===== src/sv/colon_command_line_parser_defines.svh =====
// ============================================================================
// Colon command line parser: assertion macros
// Shared concurrent assertion forms used by the parser's checks.
// ============================================================================
`ifndef COLON_COMMAND_LINE_PARSER_DEFINES_SVH
`define COLON_COMMAND_LINE_PARSER_DEFINES_SVH

// Same-cycle implication, sampled on the rising clock edge.
`define CCL_ASSERT_NOW(label, ante, cons, msg) \
    label: assert property (@(posedge clk) disable iff (!rst_n) (ante) |-> (cons)) \
        else $error(msg);

// Next-cycle implication, sampled on the rising clock edge.
`define CCL_ASSERT_NEXT(label, ante, cons, msg) \
    label: assert property (@(posedge clk) disable iff (!rst_n) (ante) |=> (cons)) \
        else $error(msg);

`endif


===== src/sv/ccl_pkg.sv =====
// ============================================================================
// Colon command line parser package
// Types, codes and keyword tables used by the front and back parts.
// ============================================================================
package ccl_pkg;

    // Width of the internal argument accumulator and of the result ports.
    localparam int ARG_WIDTH  = 32;
    localparam int ARG_PORT_W = 32;

    localparam int CHAR_W  = 8;
    localparam int CMD_W   = 3;
    localparam int COUNT_W = 8;
    localparam int POS_W   = 4;
    localparam int DIGIT_W = 4;

    localparam logic [COUNT_W-1:0] TOKEN_MAX = '1;
    localparam logic [POS_W-1:0]   POS_MAX   = '1;

    // Depth of the queue between the front and back parts.
    localparam int QUEUE_DEPTH = 4;
    localparam int QUEUE_PTR_W = $clog2(QUEUE_DEPTH);
    localparam int QUEUE_CNT_W = $clog2(QUEUE_DEPTH + 1);

    // Character classes produced by the front part.
    typedef logic [2:0] ccl_kind_t;
    localparam ccl_kind_t KIND_OTHER = 3'd0;
    localparam ccl_kind_t KIND_SPACE = 3'd1;
    localparam ccl_kind_t KIND_SIGN  = 3'd2;
    localparam ccl_kind_t KIND_DIGIT = 3'd3;
    localparam ccl_kind_t KIND_COLON = 3'd4;
    localparam ccl_kind_t KIND_EOL   = 3'd5;

    typedef struct packed {
        ccl_kind_t           kind;
        logic                negative;
        logic [DIGIT_W-1:0]  digit;
        logic [CHAR_W-1:0]   ch;
    } ccl_item_t;

    // Command codes.
    localparam logic [CMD_W-1:0] CMD_UNKNOWN      = 3'd0;
    localparam logic [CMD_W-1:0] CMD_TOGGLE_ALL   = 3'd1;
    localparam logic [CMD_W-1:0] CMD_TOGGLE_ONE   = 3'd2;
    localparam logic [CMD_W-1:0] CMD_PWM          = 3'd3;
    localparam logic [CMD_W-1:0] CMD_PAUSE_ALL    = 3'd4;
    localparam logic [CMD_W-1:0] CMD_PAUSE_ONE    = 3'd5;

    // Keyword table, first character first, padded with zeros.
    localparam int KW_COUNT  = 5;
    localparam int KW_MAXLEN = 13;

    localparam logic [CHAR_W-1:0] KW_CHARS [KW_COUNT][KW_MAXLEN] = '{
        '{"t", "o", "g", "g", "l", "e", "E", "x", "e", "c", "A", "l", "l"},
        '{"t", "o", "g", "g", "l", "e", "E", "x", "e", "c", 8'h00, 8'h00, 8'h00},
        '{"p", "w", "m", 8'h00, 8'h00, 8'h00, 8'h00, 8'h00, 8'h00, 8'h00,
          8'h00, 8'h00, 8'h00},
        '{"d", "e", "l", "a", "y", "A", "l", "l", 8'h00, 8'h00, 8'h00, 8'h00, 8'h00},
        '{"d", "e", "l", "a", "y", 8'h00, 8'h00, 8'h00, 8'h00, 8'h00, 8'h00,
          8'h00, 8'h00}
    };

    localparam logic [POS_W-1:0] KW_LEN [KW_COUNT] = '{
        4'd13, 4'd10, 4'd3, 4'd8, 4'd5
    };

    localparam logic [CMD_W-1:0] KW_CODE [KW_COUNT] = '{
        CMD_TOGGLE_ALL, CMD_TOGGLE_ONE, CMD_PWM, CMD_PAUSE_ALL, CMD_PAUSE_ONE
    };

endpackage


===== src/sv/colon_command_line_parser.sv =====
// ============================================================================
// Colon command line parser
// Parses a colon-separated command line into a command code, two decimal
// arguments and an argument count.
// ============================================================================
//  Channel   Direction   Handshake         Payload
//  line      in          push / full       ch, end_of_line
//  result    out         empty / pop       command, first_arg, second_arg, arg_count
//
// One character or terminator is taken per cycle while full is low; the back
// part retires one queued transaction per cycle unless a terminator waits for
// an unread result, so the sustained rate is one per clock while results are
// popped. A terminator goes into a queue entry, then into the result register.
// Reset clears all control state at once; no clearing pass is needed.
// A terminator waits in the four-entry queue while the previous result is
// unread; full rises once four transactions are waiting.
module colon_command_line_parser
    import ccl_pkg::*;
(
    input  logic                        clk,
    input  logic                        rst_n,
    input  logic [CHAR_W-1:0]           ch,
    input  logic                        end_of_line,
    input  logic                        push,
    output logic                        full,
    output logic [CMD_W-1:0]            command,
    output logic signed [ARG_PORT_W-1:0] first_arg,
    output logic signed [ARG_PORT_W-1:0] second_arg,
    output logic [COUNT_W-1:0]          arg_count,
    output logic                        empty,
    input  logic                        pop
);

`include "colon_command_line_parser_defines.svh"

    logic       q_valid;
    ccl_item_t  q_item;
    logic       q_take;

    ccl_front u_front (
        .clk         (clk),
        .rst_n       (rst_n),
        .ch          (ch),
        .end_of_line (end_of_line),
        .push        (push),
        .full        (full),
        .q_valid     (q_valid),
        .q_item      (q_item),
        .q_take      (q_take)
    );

    ccl_back u_back (
        .clk        (clk),
        .rst_n      (rst_n),
        .q_valid    (q_valid),
        .q_item     (q_item),
        .q_take     (q_take),
        .command    (command),
        .first_arg  (first_arg),
        .second_arg (second_arg),
        .arg_count  (arg_count),
        .empty      (empty),
        .pop        (pop)
    );

    // A full queue always presents a transaction to the back part.
    `CCL_ASSERT_NOW(a_full_has_item, full, q_valid, "queue full but no item presented")

    // A terminator meeting a free result register is retired at once.
    `CCL_ASSERT_NEXT(a_eol_makes_result, q_valid && q_item.kind == KIND_EOL && empty, !empty, "terminator did not produce a result")

    // A popped result is gone unless a new terminator replaced it.
    `CCL_ASSERT_NEXT(a_pop_clears, pop && !empty && !(q_valid && q_item.kind == KIND_EOL), empty, "result still shown after pop")

    // A terminator is retired over an unread result only when that result is popped.
    `CCL_ASSERT_NOW(a_no_overwrite, q_take && q_item.kind == KIND_EOL && !empty, pop, "unread result overwritten")

endmodule


===== src/sv/ccl_front.sv =====
// ============================================================================
// Colon command line parser: front part
// Accepts characters and terminators, classifies them and queues them.
// ============================================================================
module ccl_front
    import ccl_pkg::*;
(
    input  logic                clk,
    input  logic                rst_n,
    input  logic [CHAR_W-1:0]   ch,
    input  logic                end_of_line,
    input  logic                push,
    output logic                full,
    output logic                q_valid,
    output ccl_item_t           q_item,
    input  logic                q_take
);

    ccl_item_t                  entry_reg [QUEUE_DEPTH];
    logic [QUEUE_PTR_W-1:0]     wr_ptr_reg;
    logic [QUEUE_PTR_W-1:0]     wr_ptr_next;
    logic [QUEUE_PTR_W-1:0]     rd_ptr_reg;
    logic [QUEUE_PTR_W-1:0]     rd_ptr_next;
    logic [QUEUE_CNT_W-1:0]     count_reg;
    logic [QUEUE_CNT_W-1:0]     count_next;
    ccl_item_t                  item_in;
    logic                       wr_en;
    logic                       rd_en;

    // Classify the incoming transaction.
    always_comb
    begin
        item_in.ch       = ch;
        item_in.negative = (ch == "-");
        item_in.digit    = DIGIT_W'(ch - "0");
        if (end_of_line)
        begin
            item_in.kind = KIND_EOL;
        end
        else if (ch == ":")
        begin
            item_in.kind = KIND_COLON;
        end
        else if (ch == " " || (ch >= 8'd9 && ch <= 8'd13))
        begin
            item_in.kind = KIND_SPACE;
        end
        else if (ch == "+" || ch == "-")
        begin
            item_in.kind = KIND_SIGN;
        end
        else if (ch >= "0" && ch <= "9")
        begin
            item_in.kind = KIND_DIGIT;
        end
        else
        begin
            item_in.kind = KIND_OTHER;
        end
    end

    assign full    = (count_reg == QUEUE_CNT_W'(QUEUE_DEPTH));
    assign q_valid = (count_reg != '0);
    assign q_item  = entry_reg[rd_ptr_reg];
    assign wr_en   = push && !full;
    assign rd_en   = q_take && q_valid;

    always_comb
    begin
        wr_ptr_next = wr_ptr_reg;
        rd_ptr_next = rd_ptr_reg;
        count_next  = count_reg;
        if (wr_en)
        begin
            wr_ptr_next = (wr_ptr_reg == QUEUE_PTR_W'(QUEUE_DEPTH - 1)) ?
                          '0 : wr_ptr_reg + 1'b1;
        end
        if (rd_en)
        begin
            rd_ptr_next = (rd_ptr_reg == QUEUE_PTR_W'(QUEUE_DEPTH - 1)) ?
                          '0 : rd_ptr_reg + 1'b1;
        end
        if (wr_en && !rd_en)
        begin
            count_next = count_reg + 1'b1;
        end
        else if (rd_en && !wr_en)
        begin
            count_next = count_reg - 1'b1;
        end
    end

    always_ff @(posedge clk or negedge rst_n)
    begin
        if (!rst_n)
        begin
            wr_ptr_reg <= '0;
            rd_ptr_reg <= '0;
            count_reg  <= '0;
        end
        else
        begin
            wr_ptr_reg <= wr_ptr_next;
            rd_ptr_reg <= rd_ptr_next;
            count_reg  <= count_next;
        end
    end

    always_ff @(posedge clk)
    begin
        if (wr_en)
        begin
            entry_reg[wr_ptr_reg] <= item_in;
        end
    end

endmodule


===== src/sv/ccl_back.sv =====
// ============================================================================
// Colon command line parser: back part
// Tokenizes classified items, matches the keyword, converts the arguments
// and holds the finished result until it is popped.
// ============================================================================
module ccl_back
    import ccl_pkg::*;
(
    input  logic                        clk,
    input  logic                        rst_n,
    input  logic                        q_valid,
    input  ccl_item_t                   q_item,
    output logic                        q_take,
    output logic [CMD_W-1:0]            command,
    output logic signed [ARG_PORT_W-1:0] first_arg,
    output logic signed [ARG_PORT_W-1:0] second_arg,
    output logic [COUNT_W-1:0]          arg_count,
    output logic                        empty,
    input  logic                        pop
);

    localparam logic [1:0] PHASE_SKIP   = 2'd0;
    localparam logic [1:0] PHASE_SIGN   = 2'd1;
    localparam logic [1:0] PHASE_DIGITS = 2'd2;
    localparam logic [1:0] PHASE_DONE   = 2'd3;

    function automatic logic [ARG_PORT_W-1:0] arg_to_port(input logic [ARG_WIDTH-1:0] v);
        logic [63:0] wide;
        wide = 64'(v);
        return wide[ARG_PORT_W-1:0];
    endfunction

    logic [COUNT_W-1:0]     token_number_reg, token_number_next;
    logic                   token_seen_reg, token_seen_next;
    logic                   in_token_reg, in_token_next;
    logic [POS_W-1:0]       char_pos_reg, char_pos_next;
    logic [KW_COUNT-1:0]    kw_flags_reg, kw_flags_next;
    logic [1:0]             phase_reg, phase_next;
    logic                   negative_reg, negative_next;
    logic [ARG_WIDTH-1:0]   acc_reg, acc_next;
    logic [CMD_W-1:0]       held_cmd_reg, held_cmd_next;
    logic [ARG_WIDTH-1:0]   held_a1_reg, held_a1_next;
    logic [ARG_WIDTH-1:0]   held_a2_reg, held_a2_next;

    logic                   out_valid_reg, out_valid_next;
    logic [CMD_W-1:0]       command_reg;
    logic [ARG_PORT_W-1:0]  first_arg_reg;
    logic [ARG_PORT_W-1:0]  second_arg_reg;
    logic [COUNT_W-1:0]     arg_count_reg;

    logic                   pop_ok;
    logic                   is_eol;
    logic                   load_out;
    logic [CMD_W-1:0]       fin_code;
    logic [ARG_WIDTH-1:0]   fin_val;
    logic [CMD_W-1:0]       h_cmd;
    logic [ARG_WIDTH-1:0]   h_a1;
    logic [ARG_WIDTH-1:0]   h_a2;

    assign pop_ok   = pop && out_valid_reg;
    assign is_eol   = (q_item.kind == KIND_EOL);
    // A terminator needs the result register free, or freed in this cycle.
    assign q_take   = q_valid && (!is_eol || !out_valid_reg || pop);
    assign load_out = q_take && is_eol;

    // Value of the token that is open, should it end now.
    always_comb
    begin
        fin_code = CMD_UNKNOWN;
        for (int k = 0; k < KW_COUNT; k++)
        begin
            if (kw_flags_reg[k] && char_pos_reg == KW_LEN[k])
            begin
                fin_code = KW_CODE[k];
            end
        end
        fin_val = negative_reg ? (~acc_reg) + ARG_WIDTH'(1) : acc_reg;

        h_cmd = held_cmd_reg;
        h_a1  = held_a1_reg;
        h_a2  = held_a2_reg;
        if (in_token_reg)
        begin
            if (token_number_reg == COUNT_W'(0))
            begin
                h_cmd = fin_code;
            end
            else if (token_number_reg == COUNT_W'(1))
            begin
                h_a1 = fin_val;
            end
            else if (token_number_reg == COUNT_W'(2))
            begin
                h_a2 = fin_val;
            end
        end
    end

    always_comb
    begin
        token_number_next = token_number_reg;
        token_seen_next   = token_seen_reg;
        in_token_next     = in_token_reg;
        char_pos_next     = char_pos_reg;
        kw_flags_next     = kw_flags_reg;
        phase_next        = phase_reg;
        negative_next     = negative_reg;
        acc_next          = acc_reg;
        held_cmd_next     = held_cmd_reg;
        held_a1_next      = held_a1_reg;
        held_a2_next      = held_a2_reg;

        if (q_take)
        begin
            case (q_item.kind)
                KIND_EOL:
                begin
                    token_number_next = '0;
                    token_seen_next   = 1'b0;
                    in_token_next     = 1'b0;
                    char_pos_next     = '0;
                    kw_flags_next     = '1;
                    phase_next        = PHASE_SKIP;
                    negative_next     = 1'b0;
                    acc_next          = '0;
                    held_cmd_next     = CMD_UNKNOWN;
                    held_a1_next      = '0;
                    held_a2_next      = '0;
                end
                KIND_COLON:
                begin
                    if (in_token_reg)
                    begin
                        held_cmd_next = h_cmd;
                        held_a1_next  = h_a1;
                        held_a2_next  = h_a2;
                        in_token_next = 1'b0;
                        char_pos_next = '0;
                        kw_flags_next = '1;
                        phase_next    = PHASE_SKIP;
                        negative_next = 1'b0;
                        acc_next      = '0;
                    end
                end
                default:
                begin
                    if (!in_token_reg)
                    begin
                        in_token_next = 1'b1;
                        if (!token_seen_reg)
                        begin
                            token_seen_next = 1'b1;
                        end
                        else if (token_number_reg != TOKEN_MAX)
                        begin
                            token_number_next = token_number_reg + 1'b1;
                        end
                    end
                    // Outside a token the position is zero and all flags are set.
                    for (int k = 0; k < KW_COUNT; k++)
                    begin
                        if (!(char_pos_reg < KW_LEN[k] &&
                              KW_CHARS[k][char_pos_reg] == q_item.ch))
                        begin
                            kw_flags_next[k] = 1'b0;
                        end
                    end
                    if (char_pos_reg != POS_MAX)
                    begin
                        char_pos_next = char_pos_reg + 1'b1;
                    end

                    if (phase_reg == PHASE_SKIP && q_item.kind == KIND_SPACE)
                    begin
                        phase_next = PHASE_SKIP;
                    end
                    else if (phase_reg == PHASE_SKIP && q_item.kind == KIND_SIGN)
                    begin
                        negative_next = q_item.negative;
                        phase_next    = PHASE_SIGN;
                    end
                    else if (phase_reg != PHASE_DONE && q_item.kind == KIND_DIGIT)
                    begin
                        acc_next   = (acc_reg << 3) + (acc_reg << 1) +
                                     ARG_WIDTH'(q_item.digit);
                        phase_next = PHASE_DIGITS;
                    end
                    else
                    begin
                        phase_next = PHASE_DONE;
                    end
                end
            endcase
        end
    end

    always_comb
    begin
        out_valid_next = out_valid_reg;
        if (pop_ok)
        begin
            out_valid_next = 1'b0;
        end
        if (load_out)
        begin
            out_valid_next = 1'b1;
        end
    end

    always_ff @(posedge clk or negedge rst_n)
    begin
        if (!rst_n)
        begin
            token_number_reg <= '0;
            token_seen_reg   <= 1'b0;
            in_token_reg     <= 1'b0;
            char_pos_reg     <= '0;
            kw_flags_reg     <= '1;
            phase_reg        <= PHASE_SKIP;
            negative_reg     <= 1'b0;
            acc_reg          <= '0;
            held_cmd_reg     <= CMD_UNKNOWN;
            held_a1_reg      <= '0;
            held_a2_reg      <= '0;
            out_valid_reg    <= 1'b0;
        end
        else
        begin
            token_number_reg <= token_number_next;
            token_seen_reg   <= token_seen_next;
            in_token_reg     <= in_token_next;
            char_pos_reg     <= char_pos_next;
            kw_flags_reg     <= kw_flags_next;
            phase_reg        <= phase_next;
            negative_reg     <= negative_next;
            acc_reg          <= acc_next;
            held_cmd_reg     <= held_cmd_next;
            held_a1_reg      <= held_a1_next;
            held_a2_reg      <= held_a2_next;
            out_valid_reg    <= out_valid_next;
        end
    end

    always_ff @(posedge clk)
    begin
        if (load_out)
        begin
            command_reg    <= h_cmd;
            first_arg_reg  <= arg_to_port(h_a1);
            second_arg_reg <= arg_to_port(h_a2);
            arg_count_reg  <= token_seen_reg ? token_number_reg : '0;
        end
    end

    assign empty      = !out_valid_reg;
    assign command    = command_reg;
    assign first_arg  = first_arg_reg;
    assign second_arg = second_arg_reg;
    assign arg_count  = arg_count_reg;

endmodule

===== config.mk =====
export PLATFORM = sky130hd
export DESIGN_NAME = colon_command_line_parser
export DESIGN_NICKNAME = d
export VERILOG_FILES = /design/src/sv/ccl_pkg.sv /design/src/sv/colon_command_line_parser.sv /design/src/sv/ccl_front.sv /design/src/sv/ccl_back.sv
export VERILOG_INCLUDE_DIRS = /design/src /design/src/sv
export SDC_FILE = /design/constraint.sdc
export NUM_CORES = 1
export LEC_CHECK = 0
export BUFFER_PORTS_ARGS = -buffer_cell sky130_fd_sc_hd__buf_4
export CAP_MARGIN = 20
export CORE_UTILIZATION = 65
export DETAILED_ROUTE_END_ITERATION = 8
export PLACE_DENSITY = 0.85
export SLEW_MARGIN = 20
export SYNTH_ARGS = -nofsm -noshare
export SYNTH_HDL_FRONTEND = slang
export SYNTH_SLANG_ARGS = --single-unit

===== constraint.sdc =====
create_clock -name clk -period 10.3 [get_ports clk]
set_input_delay 0 -clock clk [delete_from_list [all_inputs] [get_ports clk]]
set_output_delay 0 -clock clk [all_outputs]
set_load 0.02 [all_outputs]

==> impl_metrics.xml <==
<?xml version="1.0" encoding="UTF-8"?>
<metrics>
  <group name="logic_synthesis">
    <metric name="yosysSeqAreaShare" unit="%">51.3</metric>
    <metric name="netlist.top_cell.by_area" unit="">sky130_fd_sc_hd__edfxtp_1</metric>
    <metric name="synth-async-reset-ratio" unit="%">51.2</metric>
    <metric name="yosys_warnings" unit="">0</metric>
    <metric name="synth.top_cell.area_share" unit="%">27.4</metric>
    <metric name="synth_area" unit="um^2">13500</metric>
    <metric name="synth_enable_flop_cells" unit="">123</metric>
    <metric name="synthFlopType" unit="">sky130_fd_sc_hd__dfrtp_1</metric>
    <metric name="ys_ff_latch" unit="">252</metric>
    <metric name="post_synth_num_cell_types" unit="">78</metric>
    <metric name="post_synth_inst_count" unit="">1283</metric>
    <metric name="synthTopCellsByArea" unit="">sky130_fd_sc_hd__edfxtp_1 (27%), sky130_fd_sc_hd__dfrtp_1 (23%), sky130_fd_sc_hd__ha_1 (7.2%)</metric>
    <metric name="synth_fp_nets" unit="">1377</metric>
    <metric name="syn-mean-instance-area" unit="um^2">10.5</metric>
  </group>
  <group name="timing">
    <metric name="whs" unit="ns">0.0962</metric>
    <metric name="final_hold_viols" unit="">0</metric>
    <metric name="final_report_max_slew_violation_count" unit="">0</metric>
    <metric name="finalClockSkew" unit="ns">0.0182</metric>
    <metric name="setup_viol_count_final" unit="">0</metric>
    <metric name="post-route-min-period" unit="ns">4.63</metric>
    <metric name="setup-tns-final" unit="ns">0</metric>
    <metric name="achievable-frequency" unit="GHz">0.216</metric>
    <metric name="rsz0062_at_grt" unit="">false</metric>
    <metric name="max_slew.worst_pin.slew" unit="ns">1.02</metric>
    <metric name="timing.final.ws_setup" unit="ns">5.67</metric>
    <metric name="timing.final.crit_share" unit="%">44.9</metric>
    <metric name="timing.slew.headroom" unit="%">31.7</metric>
  </group>
  <group name="finish">
    <metric name="layout.cells.most_common" unit="">sky130_fd_sc_hd__nand2_1</metric>
    <metric name="num-nets-final" unit="">1458</metric>
    <metric name="layout.cell_area.non_filler" unit="um^2">15400</metric>
    <metric name="layout_common_cells" unit="">sky130_fd_sc_hd__nand2_1 (182), sky130_fd_sc_hd__o21ai_0 (139), sky130_fd_sc_hd__dfrtp_1 (124), sky130_fd_sc_hd__edfxtp_1 (123), sky130_fd_sc_hd__buf_4 (100)</metric>
    <metric name="utilization" unit="%">75.7</metric>
    <metric name="n_fill_cell" unit="">1328</metric>
    <metric name="post_route_cells_drive_above_1_share" unit="%">13.3</metric>
    <metric name="finish.cell_count_without_fillers" unit="">1654</metric>
    <metric name="register_area" unit="um^2">6930</metric>
    <metric name="largest_register_ffs" unit="">48</metric>
    <metric name="diode_count" unit="">0</metric>
    <metric name="syn_to_final_growth" unit="%">13.8</metric>
    <metric name="multiInputGateArea" unit="um^2">6220</metric>
  </group>
  <group name="clock_network">
    <metric name="post_cts_hold_buffer_count" unit="">12</metric>
    <metric name="sinks_on_clock_net" unit="">252</metric>
    <metric name="postCtsSetupBuffers" unit="">0</metric>
    <metric name="clock_tree.buffer_depth" unit="">3</metric>
    <metric name="root_buffer_cell" unit="">sky130_fd_sc_hd__clkbuf_16</metric>
    <metric name="later_pin_clock_latency_in_the_skew_report" unit="ns">0.53</metric>
    <metric name="post_cts_resize_count" unit="">0</metric>
    <metric name="numCtsBuffers" unit="">26</metric>
    <metric name="clkSlewWorstSetupHoldPaths" unit="ns">0.06</metric>
    <metric name="tritoncts_clock_tree" unit="">built</metric>
    <metric name="cts_max_level" unit="">1</metric>
  </group>
  <group name="grt">
    <metric name="groute.layer.met2.usage" unit="%">50.3</metric>
    <metric name="number_of_antenna_violations_at_the_first_check_in_global_routing" unit="">0</metric>
    <metric name="overflow_after_grt" unit="">0</metric>
    <metric name="most_crowded_layer_after_global_routing" unit="">met2</metric>
    <metric name="grt_pass1_vias" unit="">10098</metric>
    <metric name="pin_count_of_the_biggest_net_entering_global_routing" unit="">68</metric>
    <metric name="use_met1" unit="%">42.2</metric>
    <metric name="grt_usage" unit="%">30.2</metric>
    <metric name="grt_pass1_wl" unit="um">51900</metric>
    <metric name="met3_usage" unit="%">4.34</metric>
  </group>
  <group name="power">
    <metric name="switching_share" unit="%">42.1</metric>
    <metric name="report.power.total" unit="mW">4.71</metric>
    <metric name="power_leakage" unit="nW">6.64</metric>
    <metric name="clkPwrFrac" unit="%">19.9</metric>
    <metric name="vdd_ir_drop_max" unit="mV">0.195</metric>
    <metric name="share_of_power_burned_in_combinational_logic" unit="%">43.9</metric>
    <metric name="power.density" unit="nW/um^2">306</metric>
    <metric name="power_switching" unit="mW">1.98</metric>
    <metric name="power.internal" unit="mW">2.73</metric>
    <metric name="seq_power_share" unit="%">36.2</metric>
  </group>
  <group name="worst_setup_path">
    <metric name="worst_path_largest_cell_delay" unit="ns">0.87</metric>
    <metric name="critPathSlowestCell" unit="">sky130_fd_sc_hd__dfrtp_1</metric>
    <metric name="worstPathArrival" unit="ns">5.03</metric>
    <metric name="crit_type" unit="">reg -&gt; reg</metric>
    <metric name="timing.critical_path.from_type" unit="">flop</metric>
    <metric name="timing.critical_path.fanout_max" unit="">15</metric>
    <metric name="critical_path.cell_chain" unit="">mux4_2 -&gt; ha_1 -&gt; ha_1 -&gt; fa_1 -&gt; a21o_1 -&gt; a221oi_1 -&gt; nand4bb_1 -&gt; a21oi_1 -&gt; o21ai_0 -&gt; o21ai_0 -&gt; a221o_1</metric>
    <metric name="critical_path_data_required_time" unit="ns">10.71</metric>
    <metric name="end_kind" unit="">flop</metric>
  </group>
  <group name="placed_design">
    <metric name="post-dp-hpwl" unit="um">21300</metric>
    <metric name="post_place_instance_area" unit="um^2">14400</metric>
    <metric name="input_output_buffers" unit="">89</metric>
    <metric name="finalWeightedCongestion" unit="">0.890</metric>
    <metric name="place_worst_setup_slack" unit="ns">5.70</metric>
    <metric name="numPlacedInstances" unit="">1594</metric>
  </group>
  <group name="floorplanning">
    <metric name="initial_utilization" unit="%">66.5</metric>
    <metric name="floorplan.die.width" unit="um">146</metric>
    <metric name="core_area" unit="um^2">20300</metric>
    <metric name="die_y" unit="um">146</metric>
    <metric name="pin_count" unit="">90</metric>
    <metric name="design.die.area" unit="um^2">21300</metric>
    <metric name="core.rowCount" unit="">52</metric>
  </group>
  <group name="run_status">
    <metric name="result_of_the_run" unit="">finished, final reports clean</metric>
  </group>
  <group name="routing">
    <metric name="detailedRoute.firstPassIterationCount" unit="">5</metric>
    <metric name="num_vias" unit="">10437</metric>
    <metric name="ant_nets" unit="">0</metric>
    <metric name="number_of_vias_per_cell_after_detailed_routing" unit="">6.31</metric>
    <metric name="average_wire_per_cell_in_the_routed_design" unit="um">19.2</metric>
    <metric name="initialDrtViolationCount" unit="">886</metric>
    <metric name="drc" unit="">0</metric>
    <metric name="wl" unit="um">31700</metric>
  </group>
  <group name="hold_path">
    <metric name="hold_path.class" unit="">in -&gt; async</metric>
  </group>
  <group name="flow_run">
    <metric name="max_cap_violations" unit="">0</metric>
  </group>
</metrics>
-- power groups by stage --
stage | combinational, mW | clock [mW] | sequential (mW)
floorplan | 1.47 | 0 | 1.67
global placement | 1.93 | 0 | 1.68
detailed placement | 2.01 | 0 | 1.70
CTS | 2.04 | 0.944 | 1.69
global route | 2.26 | 0.987 | 1.74
finish | 2.07 | 0.937 | 1.70
-- routing by layer --
metal / up-vias / wire length (um)
li1: 4863 / -
met1: 5065 / 13400
met2: 456 / 15400
met3: 53 / 2410
met4: 0 / 535
met5: - / 0
-- path summary, 6_finish.rpt --
path	from	to	slack, ns	cells after the start
min reg2reg	u_back.held_a2_reg[23]	u_back.held_a2_reg[23]	0.48	2
max reg2reg	u_front.rd_ptr_reg[0]	u_back.acc_reg[30]	5.67	11
min in group clk	ch[6]	u_front.entry_reg[2][6]	0.25	2
min	rst_n	u_back.token_number_reg[7]	0.1	2
max	u_front.rd_ptr_reg[0]	u_back.acc_reg[30]	5.67	11
max in group asynchronous	rst_n	u_back.held_a2_reg[23]	8.79	3
-- cells by family (layout without fill, tap and decap cells) --
| group | count (synthesis) | in the layout | share of synthesized area [%] |
|---|---|---|---|
| adders and majority gates | 81 | 81 | 7.68 |
| xor gates and xnor gates | 74 | 74 | 4.80 |
| muxes | 23 | 23 | 2.86 |
| DFF | 252 | 252 | 51.3 |
| buffers and inverters | 96 | 197 | 2.74 |
| and+or+nand+nor | 396 | 396 | 13.7 |
| AOI/OAI and AO/OA | 361 | 361 | 16.9 |
-- synth_stat cells, drive strengths merged (4+ instances only) --
master / number
o31ai: 24
mux2: 4
inv: 36
a21o: 18
a211oi: 4
mux2i: 7
nor4: 6
nor2: 78
and3: 11
a32o: 6
xor2: 53
o41ai: 7
nor3b: 4
dfrtp: 124
clkbuf: 44
nand2b: 6
o311ai: 5
or2: 6
a31oi: 8
nand4: 11
a21oi: 76
dfstp: 5
o21ai: 145
nor3: 22
xnor2: 21
a22o: 20
buf: 15
ha: 78
edfxtp: 123
and2: 15
nand3: 18
nand2: 182
o211ai: 6
mux4: 12
nor2b: 8
or3: 13
a41oi: 4
or4: 4
-- worst max-delay path: cells and delay by family (launching register included) --
family                   cells  cell delay (ns)
multiplexers                 1             0.73
AND/OR/NAND/NOR              1             0.26
AO/OA/AOI/OAI                6             1.66
adder cells (fa/ha/maj)      3             0.97
flip-flops                   1             0.87
-- final cells by class --
class / count / share of cell area (%)
clock inverter: 12 / 0.790
inverter: 37 / 0.904
sequential: 252 / 45.1
timing repair buffer: 112 / 5.67
clock buffer: 36 / 4.82
tap: 270 / 2.20
multi-input combinational: 935 / 40.5
Note: power is estimated with default switching activity, not from simulation.
